[config.mk]
export PLATFORM = sky130hd
export DESIGN_NAME = max_distance_slot_allocator
export DESIGN_NICKNAME = d
export VERILOG_FILES = /design/src/design/mdsa_pkg.sv /design/src/design/max_distance_slot_allocator.sv /design/src/design/mdsa_ram.sv /design/src/design/mdsa_gap_unit.sv
export SDC_FILE = /design/constraint.sdc
export NUM_CORES = 1
export LEC_CHECK = 0
export ABC_AREA = 0
export BUFFER_PORTS_ARGS = -buffer_cell sky130_fd_sc_hd__buf_2
export CORE_UTILIZATION = 40
export CTS_CLUSTER_DIAMETER = 200
export CTS_CLUSTER_SIZE = 25
export DETAILED_ROUTE_END_ITERATION = 12
export PLACE_DENSITY = 0.67
export REMOVE_ABC_BUFFERS = 1
export SLEW_MARGIN = 20
export SYNTH_ARGS = -nofsm -noshare
export SYNTH_HDL_FRONTEND = slang
export SYNTH_SLANG_ARGS = --single-unit
export TNS_END_PERCENT = 1
[constraint.sdc]
create_clock -name aclk -period 8.6 [get_ports aclk]
set_input_delay 0.43 -clock aclk [delete_from_list [all_inputs] [get_ports aclk]]
set_output_delay 0.43 -clock aclk [all_outputs]
set_load 0.005 [all_outputs]
[src/design/mdsa_pkg.sv]
// ----------------------------------------------------------------------------
// mdsa_pkg - shared definitions for the max-distance slot allocator
// Sizes, request and status codes, and the scan control bundle.
// ----------------------------------------------------------------------------
package mdsa_pkg;

    localparam int MAX_SLOTS = 256;
    localparam int ROW_LIMIT = (MAX_SLOTS < 256) ? MAX_SLOTS : 256;
    localparam int ADDR_W    = $clog2(MAX_SLOTS);
    localparam int SLOT_W    = 8;
    localparam int CNT_W     = 9;
    localparam int STAT_W    = 2;

    localparam logic OP_TAKE    = 1'b0;
    localparam logic OP_RELEASE = 1'b1;

    localparam logic [STAT_W-1:0] ST_TAKEN    = 2'd0;
    localparam logic [STAT_W-1:0] ST_FULL     = 2'd1;
    localparam logic [STAT_W-1:0] ST_RELEASED = 2'd2;
    localparam logic [STAT_W-1:0] ST_IGNORED  = 2'd3;

    typedef struct packed {
        logic              clear;  // restart the search
        logic              step;   // one map bit is presented
        logic              occ;    // the map bit
        logic [SLOT_W-1:0] idx;    // slot the bit belongs to
    } scan_ctl_t;

endpackage

[src/design/max_distance_slot_allocator.sv]
// ----------------------------------------------------------------------------
// max_distance_slot_allocator - seat allocator that maximizes spacing
// Keeps an occupancy map of a row and hands out the most isolated free slot.
// ----------------------------------------------------------------------------
// Usage:
//   s_* carries requests: s_opcode selects take or release, s_position names
//   the slot to release. m_* returns one result per request: m_slot and
//   m_status (taken, row full, released, release of a free slot ignored).
//   cfg_* writes slot_count, the row length; write it only while idle.
//   The block works on one request at a time and drops s_ready meanwhile.
//   A take scans the map one slot per cycle through the map RAM's read port,
//   over the clamped row length; a take on a full row skips the scan.
//   After reset the map RAM is cleared one slot per cycle, all MAX_SLOTS (256)
//   of them, with s_ready low; configuration writes are taken throughout.
//   A new request is accepted while the previous result still waits on
//   m_ready; a finished result then holds in its state until the output
//   register frees up.
// ----------------------------------------------------------------------------
module max_distance_slot_allocator
    import mdsa_pkg::*;
(
    input  logic              aclk,
    input  logic              aresetn,
    // request channel
    input  logic              s_valid,
    output logic              s_ready,
    input  logic              s_opcode,
    input  logic [SLOT_W-1:0] s_position,
    // result channel
    output logic              m_valid,
    input  logic              m_ready,
    output logic [SLOT_W-1:0] m_slot,
    output logic [STAT_W-1:0] m_status,
    // configuration write channel
    input  logic              cfg_valid,
    output logic              cfg_ready,
    input  logic [CNT_W-1:0]  cfg_data
);

    localparam logic [2:0] S_CLEAR  = 3'd0;
    localparam logic [2:0] S_IDLE   = 3'd1;
    localparam logic [2:0] S_SCAN   = 3'd2;
    localparam logic [2:0] S_DRAIN  = 3'd3;
    localparam logic [2:0] S_FINISH = 3'd4;
    localparam logic [2:0] S_RREAD  = 3'd5;
    localparam logic [2:0] S_RCHECK = 3'd6;
    localparam logic [2:0] S_OUT    = 3'd7;

    localparam logic [CNT_W-1:0]  ROW_MAX  = CNT_W'(ROW_LIMIT);
    localparam logic [ADDR_W-1:0] CLR_LAST = ADDR_W'(MAX_SLOTS - 1);

    logic [2:0]        state_reg,     state_next;
    logic [ADDR_W-1:0] clr_idx_reg,   clr_idx_next;
    logic [SLOT_W-1:0] rd_idx_reg,    rd_idx_next;
    logic              pv_reg,        pv_next;
    logic [SLOT_W-1:0] pidx_reg,      pidx_next;
    logic [SLOT_W-1:0] last_slot_reg, last_slot_next;
    logic [SLOT_W-1:0] pos_reg,       pos_next;
    logic [CNT_W-1:0]  count_reg,     count_next;
    logic [CNT_W-1:0]  slot_cnt_reg,  slot_cnt_next;
    logic [SLOT_W-1:0] res_slot_reg,  res_slot_next;
    logic [STAT_W-1:0] res_stat_reg,  res_stat_next;
    logic              m_valid_reg,   m_valid_next;
    logic [SLOT_W-1:0] m_slot_reg,    m_slot_next;
    logic [STAT_W-1:0] m_status_reg,  m_status_next;

    logic              ram_we;
    logic [ADDR_W-1:0] ram_waddr;
    logic              ram_wdata;
    logic [ADDR_W-1:0] ram_raddr;
    logic              ram_rdata;

    logic [CNT_W-1:0]  row_len;
    scan_ctl_t         scan_ctl;
    logic [SLOT_W-1:0] pick;

    // Clamp the configured row length to 1 .. ROW_LIMIT.
    always_comb begin
        if (slot_cnt_reg == '0) begin
            row_len = CNT_W'(1);
        end else if (slot_cnt_reg > ROW_MAX) begin
            row_len = ROW_MAX;
        end else begin
            row_len = slot_cnt_reg;
        end
    end

    assign s_ready   = (state_reg == S_IDLE);
    assign cfg_ready = 1'b1;
    assign m_valid   = m_valid_reg;
    assign m_slot    = m_slot_reg;
    assign m_status  = m_status_reg;

    // The scan reads one slot a cycle; the unit sees it in the cycle after.
    assign ram_raddr = (state_reg == S_SCAN) ? ADDR_W'(rd_idx_reg) : ADDR_W'(pos_reg);

    always_comb begin
        scan_ctl.clear = (state_reg == S_IDLE);
        scan_ctl.step  = pv_reg;
        scan_ctl.occ   = ram_rdata;
        scan_ctl.idx   = pidx_reg;
    end

    always_comb begin
        state_next     = state_reg;
        clr_idx_next   = clr_idx_reg;
        rd_idx_next    = rd_idx_reg;
        pv_next        = (state_reg == S_SCAN);
        pidx_next      = rd_idx_reg;
        last_slot_next = last_slot_reg;
        pos_next       = pos_reg;
        count_next     = count_reg;
        slot_cnt_next  = slot_cnt_reg;
        res_slot_next  = res_slot_reg;
        res_stat_next  = res_stat_reg;
        m_valid_next   = m_valid_reg;
        m_slot_next    = m_slot_reg;
        m_status_next  = m_status_reg;
        ram_we         = 1'b0;
        ram_waddr      = clr_idx_reg;
        ram_wdata      = 1'b0;

        if (cfg_valid) begin
            slot_cnt_next = cfg_data;
        end

        // Drop the output once taken; a new result may reload it below.
        if (m_valid_reg && m_ready) begin
            m_valid_next = 1'b0;
        end

        unique case (state_reg)
            S_CLEAR: begin
                ram_we       = 1'b1;
                clr_idx_next = clr_idx_reg + ADDR_W'(1);
                if (clr_idx_reg == CLR_LAST) begin
                    state_next = S_IDLE;
                end
            end
            S_IDLE: begin
                if (s_valid) begin
                    pos_next = s_position;
                    if (s_opcode == OP_RELEASE) begin
                        res_slot_next = s_position;
                        res_stat_next = ST_IGNORED;
                        if (32'(s_position) < MAX_SLOTS) begin
                            state_next = S_RREAD;
                        end else begin
                            state_next = S_OUT;
                        end
                    end else if (count_reg >= row_len) begin
                        res_slot_next = '0;
                        res_stat_next = ST_FULL;
                        state_next    = S_OUT;
                    end else begin
                        last_slot_next = SLOT_W'(row_len - CNT_W'(1));
                        rd_idx_next    = '0;
                        state_next     = S_SCAN;
                    end
                end
            end
            S_SCAN: begin
                rd_idx_next = rd_idx_reg + SLOT_W'(1);
                if (rd_idx_reg == last_slot_reg) begin
                    state_next = S_DRAIN;
                end
            end
            S_DRAIN: begin
                state_next = S_FINISH;
            end
            S_FINISH: begin
                // Mark the chosen slot and count it.
                ram_we        = 1'b1;
                ram_waddr     = ADDR_W'(pick);
                ram_wdata     = 1'b1;
                count_next    = count_reg + CNT_W'(1);
                res_slot_next = pick;
                res_stat_next = ST_TAKEN;
                state_next    = S_OUT;
            end
            S_RREAD: begin
                state_next = S_RCHECK;
            end
            S_RCHECK: begin
                if (ram_rdata) begin
                    ram_we        = 1'b1;
                    ram_waddr     = ADDR_W'(pos_reg);
                    ram_wdata     = 1'b0;
                    res_stat_next = ST_RELEASED;
                    if (count_reg != '0) begin
                        count_next = count_reg - CNT_W'(1);
                    end
                end
                state_next = S_OUT;
            end
            S_OUT: begin
                // Hold the result until the output register is free.
                if (!m_valid_reg || m_ready) begin
                    m_valid_next  = 1'b1;
                    m_slot_next   = res_slot_reg;
                    m_status_next = res_stat_reg;
                    state_next    = S_IDLE;
                end
            end
            default: begin
                state_next = S_IDLE;
            end
        endcase
    end

    always_ff @(posedge aclk) begin
        if (!aresetn) begin
            state_reg    <= S_CLEAR;
            clr_idx_reg  <= '0;
            pv_reg       <= 1'b0;
            count_reg    <= '0;
            slot_cnt_reg <= CNT_W'(256);
            m_valid_reg  <= 1'b0;
        end else begin
            state_reg    <= state_next;
            clr_idx_reg  <= clr_idx_next;
            pv_reg       <= pv_next;
            count_reg    <= count_next;
            slot_cnt_reg <= slot_cnt_next;
            m_valid_reg  <= m_valid_next;
        end
        rd_idx_reg    <= rd_idx_next;
        pidx_reg      <= pidx_next;
        last_slot_reg <= last_slot_next;
        pos_reg       <= pos_next;
        res_slot_reg  <= res_slot_next;
        res_stat_reg  <= res_stat_next;
        m_slot_reg    <= m_slot_next;
        m_status_reg  <= m_status_next;
    end

    mdsa_ram #(
        .WIDTH (1),
        .DEPTH (MAX_SLOTS)
    ) u_map (
        .aclk    (aclk),
        .wr_en   (ram_we),
        .wr_addr (ram_waddr),
        .wr_data (ram_wdata),
        .rd_addr (ram_raddr),
        .rd_data (ram_rdata)
    );

    mdsa_gap_unit u_gap (
        .aclk      (aclk),
        .aresetn   (aresetn),
        .ctl       (scan_ctl),
        .last_slot (last_slot_reg),
        .pick      (pick)
    );

endmodule

[src/design/mdsa_ram.sv]
// ----------------------------------------------------------------------------
// mdsa_ram - generic single-port-write, single-port-read RAM
// One write and one registered read per cycle; no reset on the array.
// ----------------------------------------------------------------------------
module mdsa_ram #(
    parameter int WIDTH = 1,
    parameter int DEPTH = 256
) (
    input  logic                     aclk,
    input  logic                     wr_en,
    input  logic [$clog2(DEPTH)-1:0] wr_addr,
    input  logic [WIDTH-1:0]         wr_data,
    input  logic [$clog2(DEPTH)-1:0] rd_addr,
    output logic [WIDTH-1:0]         rd_data
);

    logic [WIDTH-1:0] mem [DEPTH];
    logic [WIDTH-1:0] rd_data_reg;

    always_ff @(posedge aclk) begin
        if (wr_en) begin
            mem[wr_addr] <= wr_data;
        end
        rd_data_reg <= mem[rd_addr];
    end

    assign rd_data = rd_data_reg;

endmodule

[src/design/mdsa_gap_unit.sv]
// ----------------------------------------------------------------------------
// mdsa_gap_unit - widest-gap search, one map bit per cycle
// Tracks the last occupied slot and the best pick so far: left edge or interior midpoint.
// ----------------------------------------------------------------------------
module mdsa_gap_unit
    import mdsa_pkg::*;
(
    input  logic              aclk,
    input  logic              aresetn,
    input  scan_ctl_t         ctl,
    input  logic [SLOT_W-1:0] last_slot,
    output logic [SLOT_W-1:0] pick
);

    logic              seen_reg,  seen_next;
    logic [SLOT_W-1:0] last_reg,  last_next;
    logic [SLOT_W-1:0] best_reg,  best_next;
    logic [SLOT_W-1:0] dist_reg,  dist_next;

    logic [SLOT_W:0]   pair_sum;
    logic [SLOT_W-1:0] mid;
    logic [SLOT_W-1:0] mid_dist;
    logic [SLOT_W-1:0] edge_dist;

    // Midpoint of the gap that closes at this slot; a touching pair gives zero.
    assign pair_sum = {1'b0, last_reg} + {1'b0, ctl.idx};
    assign mid      = pair_sum[SLOT_W:1];
    assign mid_dist = mid - last_reg;

    always_comb begin
        seen_next = seen_reg;
        last_next = last_reg;
        best_next = best_reg;
        dist_next = dist_reg;
        if (ctl.clear) begin
            seen_next = 1'b0;
            last_next = '0;
            best_next = '0;
            dist_next = '0;
        end else if (ctl.step && ctl.occ) begin
            if (!seen_reg) begin
                seen_next = 1'b1;
                best_next = '0;
                dist_next = ctl.idx;
            end else if (mid_dist > dist_reg) begin
                best_next = mid;
                dist_next = mid_dist;
            end
            last_next = ctl.idx;
        end
    end

    // Right edge wins only when strictly farther than the best so far.
    assign edge_dist = last_slot - last_reg;

    always_comb begin
        if (!seen_reg) begin
            pick = '0;
        end else if (last_reg != last_slot && edge_dist > dist_reg) begin
            pick = last_slot;
        end else begin
            pick = best_reg;
        end
    end

    always_ff @(posedge aclk) begin
        if (!aresetn) begin
            seen_reg <= 1'b0;
        end else begin
            seen_reg <= seen_next;
        end
        last_reg <= last_next;
        best_reg <= best_next;
        dist_reg <= dist_next;
    end

endmodule
==> summary by stage, run 1 <==
Final layout
Summing all multi-input logic gate instances after layout gives 0.007049 mm^2. Once layout is complete, the utilization of the core stands at 43.11%. The share of layout cells above drive strength 1 is 4.842%. 0 antenna diodes ended up in the layout. The net count of the finished layout is 1751. The number of flip-flops in the largest register is 256. The fill cell total of the finished layout is 4107.

The layout overhead on the synthesized area is 6.167%. Registers take 0.01031 mm^2. The final standard cell area without fillers is 0.01906 mm^2.

Yosys
Summing every instance area after synthesis gives 0.01796 mm^2. In the synthesized netlist the dominant register cell turns out to be edfxtp_1. For this run, the number of Yosys warnings is 0. Counting every instance in the synthesized netlist gives 1706. In this run, distinct cell masters in the synthesized netlist total 56. Of the synthesized area, sequential elements account for 57.42%. In this run, synthesis inferred 300 flip-flops with an integrated enable. Of all flip-flops after synthesis, the portion carrying an async set or reset was 0%.

The mean instance size in the synthesized netlist is 10.53 um^2. The number of register bits inferred by synthesis is 365.

Global route
The global-route usage over all layers is 18.23%. The total overflow reported by the global router is 0. The busiest layer in global routing is met2.

For this run, global-route usage on met2 was measured as 29.87%. The maximum number of pins on one net before global-route repair is 260. In the global route stage, met3 resource usage came out at 1.757%. The number of antenna violations at the first check in global routing is 0. The number of global-route vias before repair came to 11.78k. The first global-routing pass estimated 64940 um of wire.

The global-route track usage on met1 is 25.45%.

Routing
After the first detailed-routing iteration, the DRC count stood at 1183. The first detailed-routing pass ran for 6 iterations. For this run, design rule violations remaining after detail routing come to 0. Dividing the detail-routed via count by the number of cells gives 5.474.

The number of routed nets with antenna violations is 0. The total vias in the final route is 12.40k. The mean routed wirelength per cell is 18.36 um.

The wire length after detailed routing is 41590 um.

STA
Derived from the worst setup path, the maximum achievable clock frequency is 175.6 MHz. At the pin with the least slew margin, the transition time is 1010 ps. The maximum clock skew at final layout is 20.56 ps. Dividing the final minimum period by the clock period gives 66.22%. The final count of hold timing violations is 0.

Setup violations remaining at the end of the flow were counted as 0. The final-layout worst hold slack is 100.5 ps. The max-slew violation count is 0. Measured against its own limit, the worst slew margin works out to 32.64%.

The setup TNS is 0 ps. Setup repair after global routing left no endpoint under its margin. The routed design could run at a clock period as short as 5695 ps.

Power and ir drop
The total power density per cell area is 153.1 mW/mm^2. The static power due to leakage is 6.208 nW. The worst-case IR drop observed on VDD is 0.09956 mV. Power comes to 0.002918 W.

Worst setup path
The type of the worst setup path is reg2reg. Data on the critical path is required at its endpoint by 8840 ps. The slowest library cell on the worst path is nor2b_1. The maximum single-stage delay on the critical path is 770 ps. By instance count, the cell type seen most on the critical path is a21oi_1.

For the worst setup path, the data arrival time is 5930 ps. The maximum net fanout on the critical path is 13. The worst setup path is captured at a flip-flop. The critical path goes through inv_1 -> ha_1 -> inv_1 -> fa_1 -> nand2_1 -> nand2_1 -> a21oi_1 -> o21bai_1 -> a21oi_1 -> xnor2_1 -> ha_1 -> o21ai_0 -> nand2b_1 -> a21oi_1 -> or3_1 -> a21oi_4 -> mux2i_1 -> o21ai_0 -> nor2b_1 -> nand3_1 -> nor2_1. The kind of launch point of the worst setup path is a flip-flop.

Floorplan
The I/O pin count is 36. The floorplan step set the die height to 213.9 um. After floorplanning, the core was sized to cover 0.04422 mm^2. The die span in x is 213.9 um.

The floorplan step defined a die boundary enclosing 0.04574 mm^2. The floorplan row count is 77. The starting density of the core is 40.60%.

Placement
The HPWL after detailed placement is 26990 um. Summing all placed instances gives a cell area of 0.01856 mm^2. Input and output buffers added on the ports amount to 34. The final weighted congestion of routability-driven global placement is 0.8428.

Run status
The flow ran to the end, and the final reports show no timing, DRC or antenna violations.

Clock network
TritonCTS built the clock tree. The post-CTS repair timing setup buffer count is 0. TritonCTS created 18 clock buffers. The tree is rooted in a clkbuf_16.

For this design, the sink count on the clock tree is 365. The number of buffers on the longest clock path is 3. CTS built an H-tree with a depth of 1. Clock-pin slew was measured on the worst setup and hold paths at 110 ps. Post-CTS repair changed the size of 0 cells. Clock latency on the worst-skew pair, taken at its later pin, is 540 ps.

The total of hold buffers inserted after clock tree synthesis is 0.

Hold path
The min-delay analysis places its worst path in the category in2reg.

Run
The tool flagged a number of max-cap violations equal to 0.
-- per-stage QoR --
step           cells  worst slack (ps)
2_1_floorplan   1602             -1747
3_3_place_gp    2240              3187
3_5_place_dp    2240              2955
4_1_cts         2265              2939
5_1_grt         2265              2545
6_report        2265              2905
-- synthesized netlist by cell type (23+ instances only) --
| cell type | instances | share of area (%) |
|---|---|---|
| nor2_1 | 296 | 6.2 |
| nand2_1 | 239 | 5.0 |
| a21oi_1 | 41 | 1.1 |
| and2_1 | 23 | 0.80 |
| inv_1 | 44 | 0.92 |
| o21ai_0 | 41 | 1.1 |
| nor2b_1 | 34 | 1.2 |
| a211oi_1 | 49 | 2.0 |
| clkbuf_1 | 76 | 1.6 |
| mux2i_1 | 70 | 3.9 |
| dfxtp_1 | 65 | 7.2 |
| and2_0 | 37 | 1.3 |
| nand3_1 | 55 | 1.5 |
| a31oi_1 | 44 | 1.5 |
| edfxtp_1 | 300 | 50 |
| xnor2_1 | 37 | 1.8 |
| ha_1 | 56 | 3.9 |
-- worst max-delay path, delay by kind of cell (launching register included) --
kind / cells / cell delay, ps
AOI/OAI and AO/OA: 7 / 1380
muxes: 1 / 170
adders and majority gates: 3 / 830
buffers and inverters: 2 / 140
DFF: 1 / 440
xor gates and xnor gates: 1 / 90
and+or+nand+nor: 7 / 2330
-- placed cells by master (no fill, tap or decap), types with 40 or more instances in the layout --
cell type	Yosys	layout
a211oi_1	49	49
a21oi_1	41	40
a31oi_1	44	44
dfxtp_1	65	65
edfxtp_1	300	300
ha_1	56	56
inv_1	44	44
mux2i_1	70	69
nand2_1	239	239
nand3_1	55	55
nor2_1	296	295
o21ai_0	41	41
-- power by group --
| part | leakage [nW] | internal (W) | switching [W] | total, W |
|---|---|---|---|---|
| registers | 2.99 | 0.00189 | 0.00000416 | 0.00189 |
| clock network | 0.246 | 0.000410 | 0.000547 | 0.000957 |
| logic | 2.97 | 0.0000218 | 0.0000453 | 0.0000672 |
| total | 6.21 | 0.00232 | 0.000596 | 0.00292 |
-- routing by layer --
layer / up-vias / wire length (um)
met5: - / 0
met4: 0 / 1017
met2: 406 / 19380
met1: 6015 / 18820
met3: 67 / 2378
li1: 5911 / -
-- final timing paths --
kind,startpoint,end,slack (ps),cells after the start
worst max register to register,last_slot_reg[0],u_map.mem[93],2910,21
worst min register to register,res_slot_reg[3],m_slot[3],430,0
worst max-delay path,last_slot_reg[0],u_map.mem[93],2910,21
worst min-delay path,cfg_data[8],slot_cnt_reg[8],100,3
-- kinds of logic (layout without fill, tap and decap cells) --
family	Yosys count	after routing	share of synthesized area (%)
AND/OR/NAND/NOR	741	741	17.99
flip-flops	365	365	57.42
AO/OA/AOI/OAI	261	261	9.853
buffers and inverters	150	117	3.470
multiplexers	76	76	4.362
adder cells (fa/ha/maj)	60	60	4.348
XOR/XNOR	52	52	2.536
other	1	1	0.02088
-- area by class of cell --
class                           count  share of cell area, %
Clock buffer                       24                  2.593
Inverter                           46                 0.9058
Timing Repair Buffer               46                  1.496
Clock inverter                      1                0.05907
Multi-Input combinational cell   1191                  36.98
Sequential cell                   365                  54.08
Tap cell                          592                  3.886
Power figures use the tool's default switching activity.
==> inputs of run 2 (changes only) <==
--- a/config.mk
+++ b/config.mk
@@ -11,7 +11,7 @@
 export CTS_CLUSTER_DIAMETER = 200
 export CTS_CLUSTER_SIZE = 25
 export DETAILED_ROUTE_END_ITERATION = 12
-export PLACE_DENSITY = 0.67
+export PLACE_DENSITY = 0.65
 export REMOVE_ABC_BUFFERS = 1
 export SLEW_MARGIN = 20
 export SYNTH_ARGS = -nofsm -noshare
==> constraint.sdc (replaced) <==
create_clock -name aclk -period 5.65 [get_ports aclk]
set_input_delay 0.2825 -clock aclk [delete_from_list [all_inputs] [get_ports aclk]]
set_output_delay 0.2825 -clock aclk [all_outputs]
set_load 0.005 [all_outputs]
==> run 2 against run 1 <==
Compared with the run above:
- combinational power increased by 67%
- via count increased by 2.3%
- clock skew down 1.0 ps
- critical path type unchanged
- largest power group unchanged
- flip-flop and latch count did not move
- setup slack got worse by 2400 ps
- register-to-register slack worse by 2400 ps
- non-clock buffer count up 42
- hold slack got worse by 86 ps
==> summary by stage, run 2 (synthesis results as in run 1) <==
Global route
The global-route usage over all layers is 19.06%. The total overflow reported by the global router is 0. The number of antenna violations at the first check in global routing is 0. Entering global routing, the biggest net connects 134 pins. The number of global-route vias before repair was 12.29k. The first-pass GRT wire length is 68430 um.

Power and ir drop
The worst ir drop on vdd is 0.1623 mV. For this design the total switching power over the nets is 0.0009126 W. The static power due to leakage is 6.396 nW.

Dividing total power by cell area gives a power density of 229.0 mW/mm^2. The combinational power share is 2.5%. The switching portion of total power is 20.49%. The internal power of the cells totals 0.003542 W. Sequential cells account for 64.7% of the total power. The clock network fraction of total power is 32.7%.

Final layout
After the last flow step, the layout net total stands at 1793. The register with the most flip-flops in the layout has 256 of them. The share of layout cells above drive strength 1 is 6.647%. The fill cell total of the finished layout is 4146. The area growth from synthesis to layout is 8.341%. The commonest non-fill, non-tap cell in the layout is edfxtp_1. The antenna diode count is 0.

The finished layout holds 2307 standard cells, fillers aside. The library cells used most frequently in the layout, excluding fill and tap cells, are edfxtp_1, nor2_1, nand2_1, mux2i_1, dfxtp_1. Once layout is complete, the utilization of the core stands at 43.99%.

Routing
In the final routed layout, each cell accounts on average for 18.69 um. Dividing the detail-routed via count by the number of cells gives 5.496. For this block, the initial DRC count from the detailed router was 1293.

Routed signal wires occupy layers up through met4. The met2 wirelength from detailed routing is 20030 um. The wire length on met1 is 19810 um. After detailed routing, the number of remaining DRC violations is 0. The total vias in the final route is 12.68k. In this run the remaining antenna-violating nets after routing total 0. The amount of wire on met3 after detailed routing is 2389 um. The wire length after detailed routing is 43130 um. The first TritonRoute pass finished after 5 iterations.

Worst setup path
The data required time at the worst endpoint is 5880 ps. The type of the worst setup path is reg2reg. The maximum single-stage delay on the critical path is 610 ps. In this run the register-to-register setup slack is 460 ps. The cell depth of the worst setup path is 22. The type of element capturing the critical path is a flip-flop. The critical path contains buffers and inverters numbering 3 combined. The signal on the critical path passes through inv_1 -> ha_1 -> inv_1 -> fa_1 -> nand2_1 -> nand2_1 -> a21oi_1 -> o21bai_1 -> a21oi_1 -> xnor2_1 -> ha_1 -> o21ai_0 -> nand2b_1 -> a21oi_1 -> or3_1 -> a21oi_4 -> mux2i_1 -> a221oi_1 -> nor2b_1 -> nand3_1 -> buf_4 -> nor2_1. Among all stages on the critical path, the largest delay is contributed by nor2b_1. The most frequent cell on the critical path is a21oi_1. The endpoint identified for the worst register-to-register timing path is u_map.mem[120]. The cell family contributing the most delay on the critical path is simple AND/OR/NAND/NOR gates. The data arrival time of the worst path is 5420 ps.

STA classifies the critical path startpoint as a flip-flop. The cell depth of the worst flop-to-flop path is 22. Of all nets on the critical path, the largest fanout is 12. The reg-to-reg startpoint is last_slot_reg[0].

STA
The final count of hold timing violations is 0. The minimum clock period after layout is 5187 ps. The total setup violations reported at the end of the flow is 0.

Setup repair after global routing left no endpoint under its margin. The share of the cycle needed by the critical path after routing is 91.80%. The max-slew violation count is 0.

The achievable clock frequency is 192.8 MHz. For the pin with the worst max-slew slack, the measured transition is 1174 ps. The worst pin sits at a relative slew slack of 21.55%. The maximum clock skew at final layout is 19.56 ps.

Clock network
The longest clock path from root to sink contains 3 buffers. The TritonCTS buffer count is 18. The root buffer cell chosen for the clock tree is clkbuf_16. After clock tree synthesis, the clock-pin slew on the worst setup and hold paths is 110 ps.

The clock sink total is 365. CTS built an H-tree with a depth of 1. The clock insertion delay at the later pin of the skew report is 530 ps. The CTS tree is done.

Hold path
The number of cells traversed by the worst hold path is 3. The endpoint with the worst hold slack is slot_cnt_reg[5]. The worst hold path begins at cfg_data[5]. The tightest min-delay check is of the in2reg type.

Floorplan
The core region is 0.04422 mm^2. In this run the horizontal extent of the chip is 213.9 um. For this configuration, the core starts out at a cell density of 40.60%. The vertical die dimension is 213.9 um.

36 I/O pins were placed. The die covers 0.04574 mm^2. In this run the core area contains 77 standard-cell rows.

Placement
The count of buffers from port buffering is 34. At the end of routability-driven placement, the weighted congestion stood at 0.9164. The number of instances in the placed design is 2272. After legalization and detailed placement, the total HPWL measured 28350 um.

Run
The number of max-cap violations is 0.

Run status
The flow ran to the end, and the final reports show no timing, DRC or antenna violations.
==> run 2: per-stage QoR <==
| stage | worst slack (ps) | TNS, ps | hold slack [ps] | power (W) | instance area [um^2] |
|---|---|---|---|---|---|
| 2_1_floorplan | -4697 | -1943730 | 381.1 | 0.003001 | 17510 |
| 4_1_cts | 408.7 | 0 | 2.477 | 0.004487 | 19440 |
| 3_3_place_gp | 563.3 | 0 | 404.0 | 0.003048 | 18830 |
| 3_5_place_dp | 441.3 | 0 | 405.4 | 0.003050 | 18830 |
| 5_1_grt | 14.33 | 0 | 10.92 | 0.004582 | 19450 |
| 6_report | 463.3 | 0 | 14.29 | 0.004454 | 19450 |
==> run 2: layout make-up <==
| class | instances | area [um^2] | share of cell area (%) |
|---|---|---|---|
| Clock buffer | 24 | 494.2 | 2.541 |
| Clock inverter | 1 | 11.26 | 0.05789 |
| Inverter | 46 | 172.7 | 0.8876 |
| Multi-Input combinational cell | 1191 | 7054 | 36.26 |
| Sequential cell | 365 | 10310 | 53.00 |
| Tap cell | 592 | 740.7 | 3.808 |
| Timing Repair Buffer | 88 | 670.6 | 3.447 |
==> run 2: routing by layer <==
layer | up-vias | track usage [%]
met5 | - | 0
li1 | 6001 | -
met2 | 404 | 31.05
met1 | 6218 | 27.43
met3 | 57 | 1.508
met4 | 0 | 4.901
==> run 2: tightest hold or removal path, stage by stage <==
cell	delay, ps
buf_2	70
mux2i_1	50
nor2b_1	90
==> run 2: timing repair <==
item	CTS	global route
endpoints found under the setup margin	0	3
hold endpoints to repair	10	0
hold buffers	10	0
buffers inserted	0	0
resized for setup	0	2
==> run 2: how the worst max path moves through the flow <==
| stage | end | from |
|---|---|---|
| after floorplan | u_map.mem[110] | state_reg[2] |
| after global routing | u_map.mem[106] | last_slot_reg[0] |
| after detailed placement | u_map.mem[50] | last_slot_reg[0] |
| after CTS | u_map.mem[50] | last_slot_reg[0] |
| final | u_map.mem[120] | last_slot_reg[0] |
| after global placement | u_map.mem[142] | last_slot_reg[0] |
==> run 2: power groups by stage <==
stage,sequential (W),clock (W),combinational (W)
final,0.00288,0.00146,0.000112
after global routing,0.00289,0.00157,0.000123
after floorplan,0.00294,0,0.0000575
after detailed placement,0.00295,0,0.000105
after CTS,0.00288,0.00149,0.000111
after global placement,0.00294,0,0.000103
==> inputs of run 3 (changes only) <==
--- a/config.mk
+++ b/config.mk
@@ -7,11 +7,12 @@
 export LEC_CHECK = 0
 export ABC_AREA = 0
 export BUFFER_PORTS_ARGS = -buffer_cell sky130_fd_sc_hd__buf_2
-export CORE_UTILIZATION = 40
+export CORE_MARGIN = 3
+export CORE_UTILIZATION = 60
 export CTS_CLUSTER_DIAMETER = 200
 export CTS_CLUSTER_SIZE = 25
 export DETAILED_ROUTE_END_ITERATION = 12
-export PLACE_DENSITY = 0.65
+export PLACE_DENSITY = 0.87
 export REMOVE_ABC_BUFFERS = 1
 export SLEW_MARGIN = 20
 export SYNTH_ARGS = -nofsm -noshare
==> run 3 against run 2 <==
Compared with the run above:
- sequential share of layout area grew 1.0 points
- wire length shrank 2.2%
- highest routed layer is now met5
- global-route usage grew 7.3 points
- via count is 2.9% higher
- register-to-register slack worse by 60 ps
- maximum frequency fell by 1.2%
- power down 0.42%
- first-iteration DRC count is 46% higher
- count of clock-buffer cells in the layout unchanged
- sequential power barely moved
- clock skew is 6.7 ps higher
- hold slack improved by 12 ps
==> summary by stage, run 3 (synthesis results as in run 1) <==
Run status
The flow ran to the end, and the final reports show no timing, DRC or antenna violations.

Floorplan
The vertical die dimension is 179.0 um. 36 I/O pins were placed. The die outline area is 0.03204 mm^2. The floorplan row count is 62. The core area is 0.02909 mm^2.

The die span in x is 179.0 um. Once the floorplan was initialized, standard cells occupied 61.72% of the core.

Final layout
The antenna diode count is 0. The number of flip-flops in the largest register is 256. Leaving out fill and tap cells, the most frequent cells in the layout are edfxtp_1, nor2_1, nand2_1, mux2i_1, dfxtp_1. In the final layout, the share of cells above drive strength 1 is 6.316%. The final cell count without fillers is 2094. The fill cell total of the finished layout is 2154. Relative to the synthesized area, the layout overhead comes to 6.327%. The final standard cell area without fillers is 0.01909 mm^2. The commonest non-fill, non-tap cell in the layout is edfxtp_1. After the last flow step, the layout net total stands at 1788.

Clock network
After clock tree synthesis, the clock-pin slew on the worst setup and hold paths is 100 ps. The TritonCTS buffer count is 18. The CTS tree is done. The clock net in this run drives a total of 365 sinks.

The number of buffers on the longest clock path is 3. In this run the number of H-tree levels came out at 1. Post-CTS repair changed the size of 0 cells. The clock insertion delay at the later pin of the skew report is 530 ps. The root buffer cell is clkbuf_16.

STA
The final count of hold timing violations was 0. The actual transition at the worst max-transition pin is 1120 ps. The setup TNS is 0 ps. The total setup violations reported at the end of the flow is 0. The worst path needs 5249 ps of the cycle, external delays included. The share of the cycle needed by the critical path after routing is 92.89%. Measured against its own limit, the worst slew margin works out to 25.15%. The max-slew violation count is 0. On the final layout, the worst clock skew is 26.26 ps. The achievable clock frequency is 190.5 MHz. Setup repair after global routing left no endpoint under its margin.

Worst setup path
In this run the critical register-to-register path is captured at u_map.mem[4]. STA classifies the critical path endpoint as a flip-flop. The worst setup path is launched from a flip-flop.

The number of buffers and inverters on the critical path is 3. The most frequent cell on the critical path is a21oi_1. The slowest library cell on the worst path is a221oi_1. The cell depth of the worst flop-to-flop path is 22.

The type of the worst setup path is reg2reg. The worst-case register-to-register setup slack is 400 ps. The maximum net fanout on the critical path is 12. The data required time at the worst endpoint is 5880 ps.

The signal on the critical path passes through inv_1 -> ha_1 -> inv_1 -> fa_1 -> nand2_1 -> nand2_1 -> a21oi_1 -> o21bai_1 -> a21oi_1 -> xnor2_1 -> ha_1 -> o21ai_0 -> nand2b_1 -> a21oi_1 -> or3_1 -> a21oi_4 -> mux2i_1 -> a221oi_1 -> nor2b_1 -> buf_4 -> nand3_1 -> nor2_1. The largest single stage delay on the critical path is 480 ps. The cell depth of the worst setup path is 22. The worst setup path startpoint is last_slot_reg[0]. The data arrival time of the worst path is 5470 ps. The capture point of the critical path is u_map.mem[4]. The worst register-to-register path begins at last_slot_reg[0]. Among cell families on the critical path, the largest total delay comes from simple AND/OR/NAND/NOR gates.

Global route
For this run the aggregate overflow at the end of global routing stands at 0. The number of global-route vias before repair was 12.73k. The first global-routing pass estimated 66500 um of wire.

The maximum number of pins on one net before global-route repair is 138. The global-route usage over all layers is 26.39%. The number of antenna violations at the first check in global routing is 1.

Power and ir drop
The total power density per cell area is 232.3 mW/mm^2. The worst ir drop on vdd is 0.2008 mV. The design draws 0.004435 W.

The static power due to leakage is 6.356 nW.

Placement
The HPWL after detailed placement is 27990 um. The cell area after placement is 0.01849 mm^2. The number of instances in the placed design is 2060. The count of buffers added on input and output ports is 34. At the end of routability-driven placement, the weighted congestion stood at 0.9726.

Routing
The number of optimization iterations in the first detailed-route pass is 6. The detailed router's first-iteration violation count is 1887. The remaining routing DRC violations is 0. The final layout contains routed wiring with a total length of 42170 um.

In the routed layout, each cell is associated on average with a via count of 6.234. The routed layout has 13.05k vias. The number of routed nets with antenna violations is 0. The mean routed wirelength per cell is 20.14 um.

Run
Across the run, the number of max-cap violations was 0.

Hold path
The classification of the worst-slack hold path is in2reg.
run 3: worst register-to-register path: cells and delay by family, from the launching register on:
family,cells,cell delay [ps]
adders and majority gates,3,840
muxes,1,190
buffers and inverters,3,330
and+or+nand+nor,7,1590
xor gates and xnor gates,1,80
AOI/OAI and AO/OA,7,1470
DFF,1,450
run 3: worst min path at each step:
stage	startpoint	depth (start not counted)	end
global placement	res_slot_reg[0]	0	m_slot[0]
finish	cfg_data[5]	3	slot_cnt_reg[5]
CTS	cfg_data[0]	3	slot_cnt_reg[0]
global route	cfg_data[2]	3	slot_cnt_reg[2]
floorplan	aresetn	1	slot_cnt_reg[8]
detailed placement	res_stat_reg[0]	0	m_status[0]
run 3: power breakdown:
group | internal, W | total (W) | leakage, nW | switching, W
registers | 0.00288 | 0.00288 | 3.00 | 0.00000656
logic | 0.0000428 | 0.000115 | 3.11 | 0.0000721
clock network | 0.000622 | 0.00144 | 0.246 | 0.000814
run 3: per-stage QoR:
stage                     util, %  hold slack (ps)  setup WS [ps]
after global placement      63.57            404.5          700.9
after CTS                   65.62            10.09          486.9
after floorplan                 -            381.1          -4697
after global routing        65.63            19.05          33.52
after detailed placement    63.57            408.6          527.0
final                       65.63            26.34          401.4
run 3: per-layer routing:
layer	GRT usage, %	wire (um)
met5	0	13
met3	3.960	4110
met2	42.22	19580
met1	37.48	17200
met4	8.377	1268
run 3: cell type report:
class	count	area [um^2]	area share, %
sequential	365	10310	54.00
multi-input combinational	1191	7047	36.91
timing repair buffer	83	576.8	3.021
clock buffer	24	494.2	2.589
tap	384	480.5	2.517
inverter	46	172.7	0.9044
clock inverter	1	11.26	0.05898
run 3: what timing repair did:
item,in CTS,in global routing
endpoints found under the setup margin,0,0
hold buffers,9,0
hold endpoints to repair,9,0
buffers inserted,0,0
